### config.mk
export PLATFORM = sky130hd
export DESIGN_NAME = aes_cbc_front
export DESIGN_NICKNAME = d
export VERILOG_FILES = /design/src/rtl/aes_cbc_pkg.sv /design/src/rtl/aes_cbc_front.sv
export SDC_FILE = /design/constraint.sdc
export NUM_CORES = 1
export LEC_CHECK = 0
export ABC_AREA = 1
export BUFFER_PORTS_ARGS = -buffer_cell sky130_fd_sc_hd__buf_4
export CAP_MARGIN = 20
export CORE_ASPECT_RATIO = 1.1
export CORE_MARGIN = 3
export CORE_UTILIZATION = 50
export DETAILED_ROUTE_END_ITERATION = 6
export HOLD_SLACK_MARGIN = 0.15
export PLACE_DENSITY = 0.74
export SLEW_MARGIN = 20
export SYNTH_ARGS = -nofsm -noshare
export SYNTH_HDL_FRONTEND = slang
export SYNTH_SLANG_ARGS = --single-unit
### constraint.sdc
create_clock -name clk -period 14.5 [get_ports clk]
set_input_delay 4.35 -clock clk [delete_from_list [all_inputs] [get_ports clk]]
set_output_delay 4.35 -clock clk [all_outputs]
set_load 0.1 [all_outputs]
### src/rtl/aes_cbc_pkg.sv
// aes_cbc_pkg: shared types, constants and functions for the aes-256 cbc decrypt core
// holds sbox tables, gf math, the sub_word helper and the inverse round functions
// no dependencies
`timescale 1ns / 1ps
package aes_cbc_pkg;
	localparam int BlockBytes = 16;
	localparam int NumRounds  = 14;
	localparam int NumKeyHalves = 30;

	typedef enum logic [2:0] {
		REG_KEY0   = 3'd0,
		REG_KEY1   = 3'd1,
		REG_KEY2   = 3'd2,
		REG_KEY3   = 3'd3,
		REG_IV_HI  = 3'd4,
		REG_IV_LO  = 3'd5
	} cfg_reg_t;

	typedef enum logic [1:0] {
		ST_IDLE  = 2'd0,
		ST_ROUND = 2'd1,
		ST_DONE  = 2'd2
	} eng_state_t;

	typedef enum logic [1:0] {
		KX_IDLE = 2'd0,
		KX_RUN  = 2'd1
	} kx_state_t;

	// front to back queue entry
	typedef struct packed {
		logic [127:0] cipher;
		logic [127:0] chain;
		logic         last;
	} job_t;

	// control between key expander and engine
	typedef struct packed {
		logic busy;
	} kx_status_t;

	function automatic logic [7:0] xt(input logic [7:0] a);
		xt = {a[6:0], 1'b0} ^ (a[7] ? 8'h1b : 8'h00);
	endfunction

	function automatic logic [7:0] gmul(input logic [7:0] a, input logic [3:0] b);
		logic [7:0] r, p;
		r = 8'h00;
		p = a;
		for (int i = 0; i < 4; i++) begin
			if (b[i]) r = r ^ p;
			p = xt(p);
		end
		gmul = r;
	endfunction

	function automatic logic [7:0] sbox(input logic [7:0] x);
		logic [7:0] t [256];
		t = '{
		8'h63,8'h7c,8'h77,8'h7b,8'hf2,8'h6b,8'h6f,8'hc5,8'h30,8'h01,8'h67,8'h2b,8'hfe,8'hd7,8'hab,8'h76,
		8'hca,8'h82,8'hc9,8'h7d,8'hfa,8'h59,8'h47,8'hf0,8'had,8'hd4,8'ha2,8'haf,8'h9c,8'ha4,8'h72,8'hc0,
		8'hb7,8'hfd,8'h93,8'h26,8'h36,8'h3f,8'hf7,8'hcc,8'h34,8'ha5,8'he5,8'hf1,8'h71,8'hd8,8'h31,8'h15,
		8'h04,8'hc7,8'h23,8'hc3,8'h18,8'h96,8'h05,8'h9a,8'h07,8'h12,8'h80,8'he2,8'heb,8'h27,8'hb2,8'h75,
		8'h09,8'h83,8'h2c,8'h1a,8'h1b,8'h6e,8'h5a,8'ha0,8'h52,8'h3b,8'hd6,8'hb3,8'h29,8'he3,8'h2f,8'h84,
		8'h53,8'hd1,8'h00,8'hed,8'h20,8'hfc,8'hb1,8'h5b,8'h6a,8'hcb,8'hbe,8'h39,8'h4a,8'h4c,8'h58,8'hcf,
		8'hd0,8'hef,8'haa,8'hfb,8'h43,8'h4d,8'h33,8'h85,8'h45,8'hf9,8'h02,8'h7f,8'h50,8'h3c,8'h9f,8'ha8,
		8'h51,8'ha3,8'h40,8'h8f,8'h92,8'h9d,8'h38,8'hf5,8'hbc,8'hb6,8'hda,8'h21,8'h10,8'hff,8'hf3,8'hd2,
		8'hcd,8'h0c,8'h13,8'hec,8'h5f,8'h97,8'h44,8'h17,8'hc4,8'ha7,8'h7e,8'h3d,8'h64,8'h5d,8'h19,8'h73,
		8'h60,8'h81,8'h4f,8'hdc,8'h22,8'h2a,8'h90,8'h88,8'h46,8'hee,8'hb8,8'h14,8'hde,8'h5e,8'h0b,8'hdb,
		8'he0,8'h32,8'h3a,8'h0a,8'h49,8'h06,8'h24,8'h5c,8'hc2,8'hd3,8'hac,8'h62,8'h91,8'h95,8'he4,8'h79,
		8'he7,8'hc8,8'h37,8'h6d,8'h8d,8'hd5,8'h4e,8'ha9,8'h6c,8'h56,8'hf4,8'hea,8'h65,8'h7a,8'hae,8'h08,
		8'hba,8'h78,8'h25,8'h2e,8'h1c,8'ha6,8'hb4,8'hc6,8'he8,8'hdd,8'h74,8'h1f,8'h4b,8'hbd,8'h8b,8'h8a,
		8'h70,8'h3e,8'hb5,8'h66,8'h48,8'h03,8'hf6,8'h0e,8'h61,8'h35,8'h57,8'hb9,8'h86,8'hc1,8'h1d,8'h9e,
		8'he1,8'hf8,8'h98,8'h11,8'h69,8'hd9,8'h8e,8'h94,8'h9b,8'h1e,8'h87,8'he9,8'hce,8'h55,8'h28,8'hdf,
		8'h8c,8'ha1,8'h89,8'h0d,8'hbf,8'he6,8'h42,8'h68,8'h41,8'h99,8'h2d,8'h0f,8'hb0,8'h54,8'hbb,8'h16};
		sbox = t[x];
	endfunction

	function automatic logic [7:0] inv_sbox(input logic [7:0] x);
		logic [7:0] t [256];
		t = '{
		8'h52,8'h09,8'h6a,8'hd5,8'h30,8'h36,8'ha5,8'h38,8'hbf,8'h40,8'ha3,8'h9e,8'h81,8'hf3,8'hd7,8'hfb,
		8'h7c,8'he3,8'h39,8'h82,8'h9b,8'h2f,8'hff,8'h87,8'h34,8'h8e,8'h43,8'h44,8'hc4,8'hde,8'he9,8'hcb,
		8'h54,8'h7b,8'h94,8'h32,8'ha6,8'hc2,8'h23,8'h3d,8'hee,8'h4c,8'h95,8'h0b,8'h42,8'hfa,8'hc3,8'h4e,
		8'h08,8'h2e,8'ha1,8'h66,8'h28,8'hd9,8'h24,8'hb2,8'h76,8'h5b,8'ha2,8'h49,8'h6d,8'h8b,8'hd1,8'h25,
		8'h72,8'hf8,8'hf6,8'h64,8'h86,8'h68,8'h98,8'h16,8'hd4,8'ha4,8'h5c,8'hcc,8'h5d,8'h65,8'hb6,8'h92,
		8'h6c,8'h70,8'h48,8'h50,8'hfd,8'hed,8'hb9,8'hda,8'h5e,8'h15,8'h46,8'h57,8'ha7,8'h8d,8'h9d,8'h84,
		8'h90,8'hd8,8'hab,8'h00,8'h8c,8'hbc,8'hd3,8'h0a,8'hf7,8'he4,8'h58,8'h05,8'hb8,8'hb3,8'h45,8'h06,
		8'hd0,8'h2c,8'h1e,8'h8f,8'hca,8'h3f,8'h0f,8'h02,8'hc1,8'haf,8'hbd,8'h03,8'h01,8'h13,8'h8a,8'h6b,
		8'h3a,8'h91,8'h11,8'h41,8'h4f,8'h67,8'hdc,8'hea,8'h97,8'hf2,8'hcf,8'hce,8'hf0,8'hb4,8'he6,8'h73,
		8'h96,8'hac,8'h74,8'h22,8'he7,8'had,8'h35,8'h85,8'he2,8'hf9,8'h37,8'he8,8'h1c,8'h75,8'hdf,8'h6e,
		8'h47,8'hf1,8'h1a,8'h71,8'h1d,8'h29,8'hc5,8'h89,8'h6f,8'hb7,8'h62,8'h0e,8'haa,8'h18,8'hbe,8'h1b,
		8'hfc,8'h56,8'h3e,8'h4b,8'hc6,8'hd2,8'h79,8'h20,8'h9a,8'hdb,8'hc0,8'hfe,8'h78,8'hcd,8'h5a,8'hf4,
		8'h1f,8'hdd,8'ha8,8'h33,8'h88,8'h07,8'hc7,8'h31,8'hb1,8'h12,8'h10,8'h59,8'h27,8'h80,8'hec,8'h5f,
		8'h60,8'h51,8'h7f,8'ha9,8'h19,8'hb5,8'h4a,8'h0d,8'h2d,8'he5,8'h7a,8'h9f,8'h93,8'hc9,8'h9c,8'hef,
		8'ha0,8'he0,8'h3b,8'h4d,8'hae,8'h2a,8'hf5,8'hb0,8'hc8,8'heb,8'hbb,8'h3c,8'h83,8'h53,8'h99,8'h61,
		8'h17,8'h2b,8'h04,8'h7e,8'hba,8'h77,8'hd6,8'h26,8'he1,8'h69,8'h14,8'h63,8'h55,8'h21,8'h0c,8'h7d};
		inv_sbox = t[x];
	endfunction

	function automatic logic [31:0] sub_word(input logic [31:0] w);
		sub_word = {sbox(w[31:24]), sbox(w[23:16]), sbox(w[15:8]), sbox(w[7:0])};
	endfunction

	// byte i of a block, byte 0 in the top bits
	function automatic logic [7:0] blk_byte(input logic [127:0] s, input int i);
		blk_byte = s[127-8*i -: 8];
	endfunction

	// inverse shift rows followed by inverse sub bytes
	function automatic logic [127:0] inv_shift_sub(input logic [127:0] s);
		logic [127:0] t;
		t = '0;
		for (int c = 0; c < 4; c++) begin
			for (int r = 0; r < 4; r++) begin
				t[127-8*(r+4*c) -: 8] = inv_sbox(blk_byte(s, r + 4*((c + 4 - r) % 4)));
			end
		end
		inv_shift_sub = t;
	endfunction

	function automatic logic [127:0] inv_mix(input logic [127:0] s);
		logic [127:0] t;
		logic [7:0] a0, a1, a2, a3;
		t = '0;
		for (int c = 0; c < 4; c++) begin
			a0 = blk_byte(s, 4*c);
			a1 = blk_byte(s, 4*c+1);
			a2 = blk_byte(s, 4*c+2);
			a3 = blk_byte(s, 4*c+3);
			t[127-8*(4*c)   -: 8] = gmul(a0,4'd14)^gmul(a1,4'd11)^gmul(a2,4'd13)^gmul(a3,4'd9);
			t[127-8*(4*c+1) -: 8] = gmul(a0,4'd9)^gmul(a1,4'd14)^gmul(a2,4'd11)^gmul(a3,4'd13);
			t[127-8*(4*c+2) -: 8] = gmul(a0,4'd13)^gmul(a1,4'd9)^gmul(a2,4'd14)^gmul(a3,4'd11);
			t[127-8*(4*c+3) -: 8] = gmul(a0,4'd11)^gmul(a1,4'd13)^gmul(a2,4'd9)^gmul(a3,4'd14);
		end
		inv_mix = t;
	endfunction
endpackage

### src/rtl/aes_cbc_front.sv
// aes_cbc_front: accepts ciphertext transactions, picks the chain block, queues jobs
// two-entry queue toward the round engine
// depends on aes_cbc_pkg
`timescale 1ns / 1ps
module aes_cbc_front (
	input  logic                clk,
	input  logic                arst_n,
	input  logic                in_valid,
	output logic                in_ready,
	input  logic [63:0]         ciphertext_high,
	input  logic [63:0]         ciphertext_low,
	input  logic                last_block,
	input  logic [127:0]        iv,
	output logic                job_valid,
	input  logic                job_ready,
	output aes_cbc_pkg::job_t   job
);
	import aes_cbc_pkg::*;

	job_t         q_q [2];
	logic         wp_q, rp_q;
	logic [1:0]   cnt_q;
	logic [127:0] chain_q;
	logic         start_q;
	logic         push, pop;
	job_t         entry;

	assign in_ready  = (cnt_q != 2'd2);
	assign push      = in_valid && in_ready;
	assign job_valid = (cnt_q != 2'd0);
	assign pop       = job_valid && job_ready;
	assign job       = q_q[rp_q];

	always_comb begin
		entry.cipher = {ciphertext_high, ciphertext_low};
		entry.chain  = start_q ? iv : chain_q;
		entry.last   = last_block;
	end

	always_ff @(posedge clk or negedge arst_n) begin
		if (!arst_n) begin
			wp_q    <= 1'b0;
			rp_q    <= 1'b0;
			cnt_q   <= 2'd0;
			start_q <= 1'b1;
		end else begin
			if (push) begin
				wp_q    <= ~wp_q;
				start_q <= last_block;
			end
			if (pop) rp_q <= ~rp_q;
			cnt_q <= cnt_q + {1'b0, push} - {1'b0, pop};
		end
	end

	always_ff @(posedge clk) begin
		if (push) begin
			q_q[wp_q] <= entry;
			chain_q   <= entry.cipher;
		end
	end
endmodule

==> impl_metrics.yaml, run 1 <==
global_routing:
  use_met3: 0.05593
  grt_pass1_wl_mm: 88.11
  overflow: 0
  grt_start_max_net_pins: 170
  grtUsageMet2: 0.3779
  busiest_layer: "met2"
  grt_pass1_vias: 15770
  grt_usage: 0.2190
  antenna_found_initial: 4
  met1_usage: 0.2674
worst_setup_path:
  crit_path_max_fanout: 169
  critPathLaunchType: "flip-flop"
  cp.required_ps: 10150
  crit_arrival_ps: 3660
  crit_path_end_kind: "primary output"
  critical_path_class: "reg -> out"
yosys:
  synthCells: 1919
  syn-num-nets: 2182
  syn_area_um2: 24700
  synth.distinct_cells: 17
  seq_area_frac_synth: 0.7857
  synth-seq-cells: 647
  synth.avg_cell_area_um2: 12.87
  ys_warn_count: 0
placed_design:
  portBuffers: 519
  pre_cts_slack_ps: 7046
  hpwl_mm: 38.16
  finalWeightedCongestion: 0.8453
floorplan:
  io_pins: 520
  rows: 84
  initial_core_util: 0.5108
  die_area_um2: 52100
  design.core.area_um2: 48350
  chipHeight_um: 239.1
  fp.dieW_um: 217.9
clocking:
  cts_sinks: 647
  cts_tree: "built"
  numCtsBuffers: 61
  clockBufferDepth: 3
  post_cts_resize_count: 0
  postCtsSetupRepairBufs: 0
  clkSlewWorstSetupHoldPaths_ps: 60
  htree_levels: 2
  postCtsHoldBufs: 0
  root_buffer: "clkbuf_16"
  clock_latency_ps: 600
sta:
  setup_ws_ps: 6491
  rsz0062_at_grt: "false"
  clock.fmax_mhz: 124.9
  fin_tns_setup_ps: 0
  post-route-min-period_ps: 8009
  hold_viol_final: 0
  final.setup_skew_ps: 13.61
  worst_slew_pin_slew_ps: 1078
  slew_violations: 0
  finalCritPeriodShare: 0.5523
  maxSlewHeadroom: 0.2811
  setup_viol: 0
detailed_routing:
  ant_nets: 0
  routedWlPerCell_um: 18.92
  wl_mm: 59.01
  via_count: 15590
  first_pass_iters: 6
  drcViolationCount: 0
  via_per_inst: 5.000
  first_iter_violations: 1195
layout:
  drive_above_1_share: 0.2521
  layout_commonest_cell: "nand2_1"
  final_nets: 2692
  syn2layout_area_growth_pct: 24.76
  layout_common_cells: "nand2_1, edfxtp_1, buf_4, inv_1, o21ai_1"
flow_run:
  drv_cap: 0
hold_path:
  hold_path_class: "reg -> reg"
outcome:
  status: "complete, no violations"
==> area by class of cell <==
cell class | instances | area (um^2)
Antenna cell | 3 | 7.507
Clock buffer | 72 | 1568
Clock inverter | 33 | 357.8
Fill cell | 3588 | 17530
Inverter | 138 | 538.0
Multi-Input combinational cell | 1049 | 4128
Sequential cell | 647 | 19410
Tap cell | 645 | 807.0
Timing Repair Buffer | 532 | 3994
==> routing by layer <==
layer / part of all wire / routed length, um / vias up
met5: 0.00034 / 20 / -
met4: 0.038 / 2265 / 2
met3: 0.078 / 4596 / 120
met2: 0.51 / 30200 / 593
met1: 0.37 / 21920 / 7453
li1: - / - / 7426
==> worst paths after layout <==
check                             endpoint     start  slack [ps]  cells after the start
worst max-delay path              job[108]      rp_q        6490                      5
worst min-delay path                  wp_q      wp_q         490                      2
worst max register to register  q_q[1][82]  cnt_q[1]       10920                      5
worst min register to register        wp_q      wp_q         490                      2
max in group asynchronous          start_q    arst_n       10750                      1
min in group asynchronous             wp_q    arst_n        3540                      1
==> state kept, by name, indices dropped and copies added (netlist names) <==
register and cells:
wp_q 1, chain_q 128, q_q 514, start_q 1, rp_q 1, cnt_q 2
==> critical path, stage by stage, from the launching register on <==
cell and delay, ps:
dfrtp_4 640, inv_8 750, buf_4 850, nand2_1 150
nand2_1 130, buf_4 300
==> synth_stat cells <==
cell type,number,area share
buf_12,1,0.00081
buf_2,30,0.0061
buf_4,5,0.0015
buf_6,34,0.016
clkbuf_1,9,0.0014
clkbuf_2,6,0.0012
dfrtp_1,4,0.0041
dfstp_2,1,0.0011
edfxtp_1,642,0.78
ha_1,2,0.0010
inv_1,137,0.021
inv_2,1,0.00015
nand2_1,914,0.14
nand3_1,4,0.00081
nor2_1,1,0.00015
o21ai_0,57,0.012
o21ai_1,71,0.014
==> kinds of logic (layout without fill, tap and decap cells) <==
| kind of cell | Yosys count | in the layout | synth area share |
|---|---|---|---|
| flops | 647 | 647 | 0.7857 |
| fa+ha+maj | 2 | 2 | 0.001013 |
| buf+inv | 223 | 775 | 0.04747 |
| other cells | 0 | 3 | 0 |
| simple gates | 919 | 919 | 0.1399 |
| compound gates | 128 | 128 | 0.02594 |
==> through the flow <==
step	area [um^2]	hold WS, ps	cells	util
after detailed placement	28880	471.6	3011	0.5973
after global placement	28880	454.2	3011	0.5973
after CTS	30800	486.7	3116	0.6372
after floorplan	24700	441.9	1919	-
after global routing	30810	519.7	3118	0.6373
final	30810	493.2	3119	0.6373
Power of run 1 is left out: the tool's default activity adds up to more than one toggle a clock period on the data nets, which glitch-free logic cannot reach.
==> run 2: changes to the inputs <==
--- a/config.mk
+++ b/config.mk
@@ -5,7 +5,7 @@
 export SDC_FILE = /design/constraint.sdc
 export NUM_CORES = 1
 export LEC_CHECK = 0
-export ABC_AREA = 1
+export ABC_AREA = 0
 export BUFFER_PORTS_ARGS = -buffer_cell sky130_fd_sc_hd__buf_4
 export CAP_MARGIN = 20
 export CORE_ASPECT_RATIO = 1.1
==> constraint.sdc (replaced) <==
create_clock -name clk -period 7.4 [get_ports clk]
set_input_delay 2.22 -clock clk [delete_from_list [all_inputs] [get_ports clk]]
set_output_delay 2.22 -clock clk [all_outputs]
set_load 0.1 [all_outputs]
==> run 2 against run 1 <==
  * Non-clock buffer count down 1
  * Clock skew down 3.4 ps
  * Worst setup slack worse by 4400 ps
  * Area after synthesis up 1.3%
  * Sequential share of layout area down 1.1 points
  * Highest routed layer is now met4
  * Hold slack better by 18 ps
  * Flip-flop and latch count unchanged
  * Die area up 1.3%
==> impl_metrics.yaml, run 2 <==
placed_design:
  hpwl_mm: 35.90
  placed_cell_area_um2: 29500
  finalWeightedCongestion: 0.7794
  portBuffers: 519
layout:
  drive_above_1_share: 0.5941
  layout_common_cells: "edfxtp_1, buf_4, mux2_4, mux2_2, clkbuf_16"
  final_cell_area_um2: 31360
  top_register: "q_q"
  top_regs: "q_q (514), chain_q (128), cnt_q (2)"
  largest_register_ffs: 514
  final_nets: 1904
  layout_commonest_cell: "edfxtp_1"
  syn2layout_area_growth_pct: 25.36
outcome:
  status: "complete, no violations"
global_routing:
  grt_start_max_net_pins: 153
  antenna_found_initial: 4
  overflow: 0
  grt_pass1_vias: 12740
  grt_pass1_wl_mm: 78.74
  grt_usage: 0.2002
worst_setup_path:
  critPathCapture: "job[242]"
  crit_path_end_kind: "primary output"
  r2r-end: "q_q[0][1]"
  crit_path_max_fanout: 71
  critical_path_class: "reg -> out"
  critPathLaunchType: "flip-flop"
  ff2ff_path_depth: 2
  crit_arrival_ps: 3070
  cp.required_ps: 5180
  r2r_start: "start_q"
  ff2ff_setup_slack_ps: 4380
  startpoint: "rp_q"
yosys:
  synth_area_leaders: "edfxtp_1, mux2_4, mux2_2, buf_6, dfrtp_1"
  synth.distinct_cells: 19
  ys_warn_count: 0
  synth.avg_cell_area_um2: 22.95
  syn-num-nets: 1353
  synth_edf_count: 642
  synth-seq-cells: 647
  synth_flop_cell: "edfxtp_1"
  synthArstFlopShare: 0.007728
  syn_area_um2: 25020
  yosysTopAreaCell: "edfxtp_1"
  synth_most_common_cell: "edfxtp_1"
  synth_top_area_frac: 0.7706
  synthTopCellsByCount: "edfxtp_1, mux2_4, mux2_2"
  synthCells: 1090
  seq_area_frac_synth: 0.7756
sta:
  rsz0062_at_grt: "false"
  worst_slew_pin_slew_ps: 1129
  final.setup_skew_ps: 10.21
  hold_viol_final: 0
  maxSlewHeadroom: 0.2472
  post-route-min-period_ps: 5290
  fin_tns_setup_ps: 0
  slew_violations: 0
  finalCritPeriodShare: 0.7149
  setup_viol: 0
  clock.fmax_mhz: 189.0
clocking:
  cts_tree: "built"
  postCtsHoldBufs: 0
  root_buffer: "clkbuf_16"
  numCtsBuffers: 61
  postCtsSetupRepairBufs: 0
  clockBufferDepth: 3
  clock_latency_ps: 600
  cts_sinks: 647
  clkSlewWorstSetupHoldPaths_ps: 60
  post_cts_resize_count: 0
  htree_levels: 2
detailed_routing:
  wl_mm: 54.78
  via_per_inst: 5.109
  ant_nets: 0
  via_count: 11990
  first_iter_violations: 685
  first_pass_iters: 4
  routedWlPerCell_um: 23.35
  drcViolationCount: 0
floorplan:
  design.core.area_um2: 49240
  die_area_um2: 52760
  io_pins: 520
  initial_core_util: 0.5081
  rows: 85
  chipHeight_um: 240.6
  fp.dieW_um: 219.3
hold_path:
  hold_path_class: "reg -> reg"
flow_run:
  drv_cap: 0
run 2: changes by cell type in the layout (fill, tap and decap cells not counted), moves of 5 or more:
cell      previous run  this run
o21ai_0             57         0
o21ai_1             71         0
inv_1              135         1
buf_12               0         5
nand2_1            914         1
buf_4              532       526
mux2_2               0       185
clkinv_1             9        17
mux2_4               0       201
run 2: cells by family after synthesis:
family        count (synthesis)  share of synthesized area
flops                       647                     0.7756
fa+ha+maj                     2                   0.001000
mux                         386                     0.2039
buf+inv                      45                    0.01680
xor+xnor                      4                   0.001401
simple gates                  6                   0.001301
run 2: layer usage:
layer,vias up,routed length [um],track usage
li1,5458,-,-
met1,6009,20410,0.2422
met2,436,27830,0.3380
met3,82,5198,0.07555
met4,0,1346,0.05795
met5,-,0,0
run 2: layout make-up:
class | count | area, um^2
flip-flops and latches | 647 | 19410
fillers | 3395 | 17880
repair buffers | 531 | 4049
multi-input cells | 398 | 5206
clock inverters | 37 | 277.8
well taps | 652 | 815.8
inverters | 2 | 12.51
clock buffers | 75 | 1579
diodes | 4 | 10.01
run 2: worst max-delay path: stages (launching register included):
cell and delay [ps]:
dfrtp_4 1150, buf_12 460, mux2_2 410, buf_4 230
run 2: worst min path at each step:
stage | from | end | slack [ps] | depth (start not counted)
after global placement | cnt_q[1] | cnt_q[1] | 480 | 1
after floorplan | cnt_q[1] | cnt_q[1] | 460 | 1
after CTS | cnt_q[1] | cnt_q[1] | 510 | 1
final | cnt_q[1] | cnt_q[1] | 510 | 1
after global routing | cnt_q[1] | cnt_q[1] | 550 | 1
after detailed placement | cnt_q[1] | cnt_q[1] | 490 | 1
run 2: per-stage QoR:
step	std cells	hold slack (ps)	worst slack, ps	utilization
6_report	2346	511.7	2110	0.6369
5_1_grt	2344	551.0	1999	0.6368
4_1_cts	2342	514.9	2066	0.6367
3_5_place_dp	2230	493.3	2725	0.5990
3_3_place_gp	2230	479.3	2748	0.5990
2_1_floorplan	1090	460.4	751.8	-
Power of run 2 is left out for the same reason.
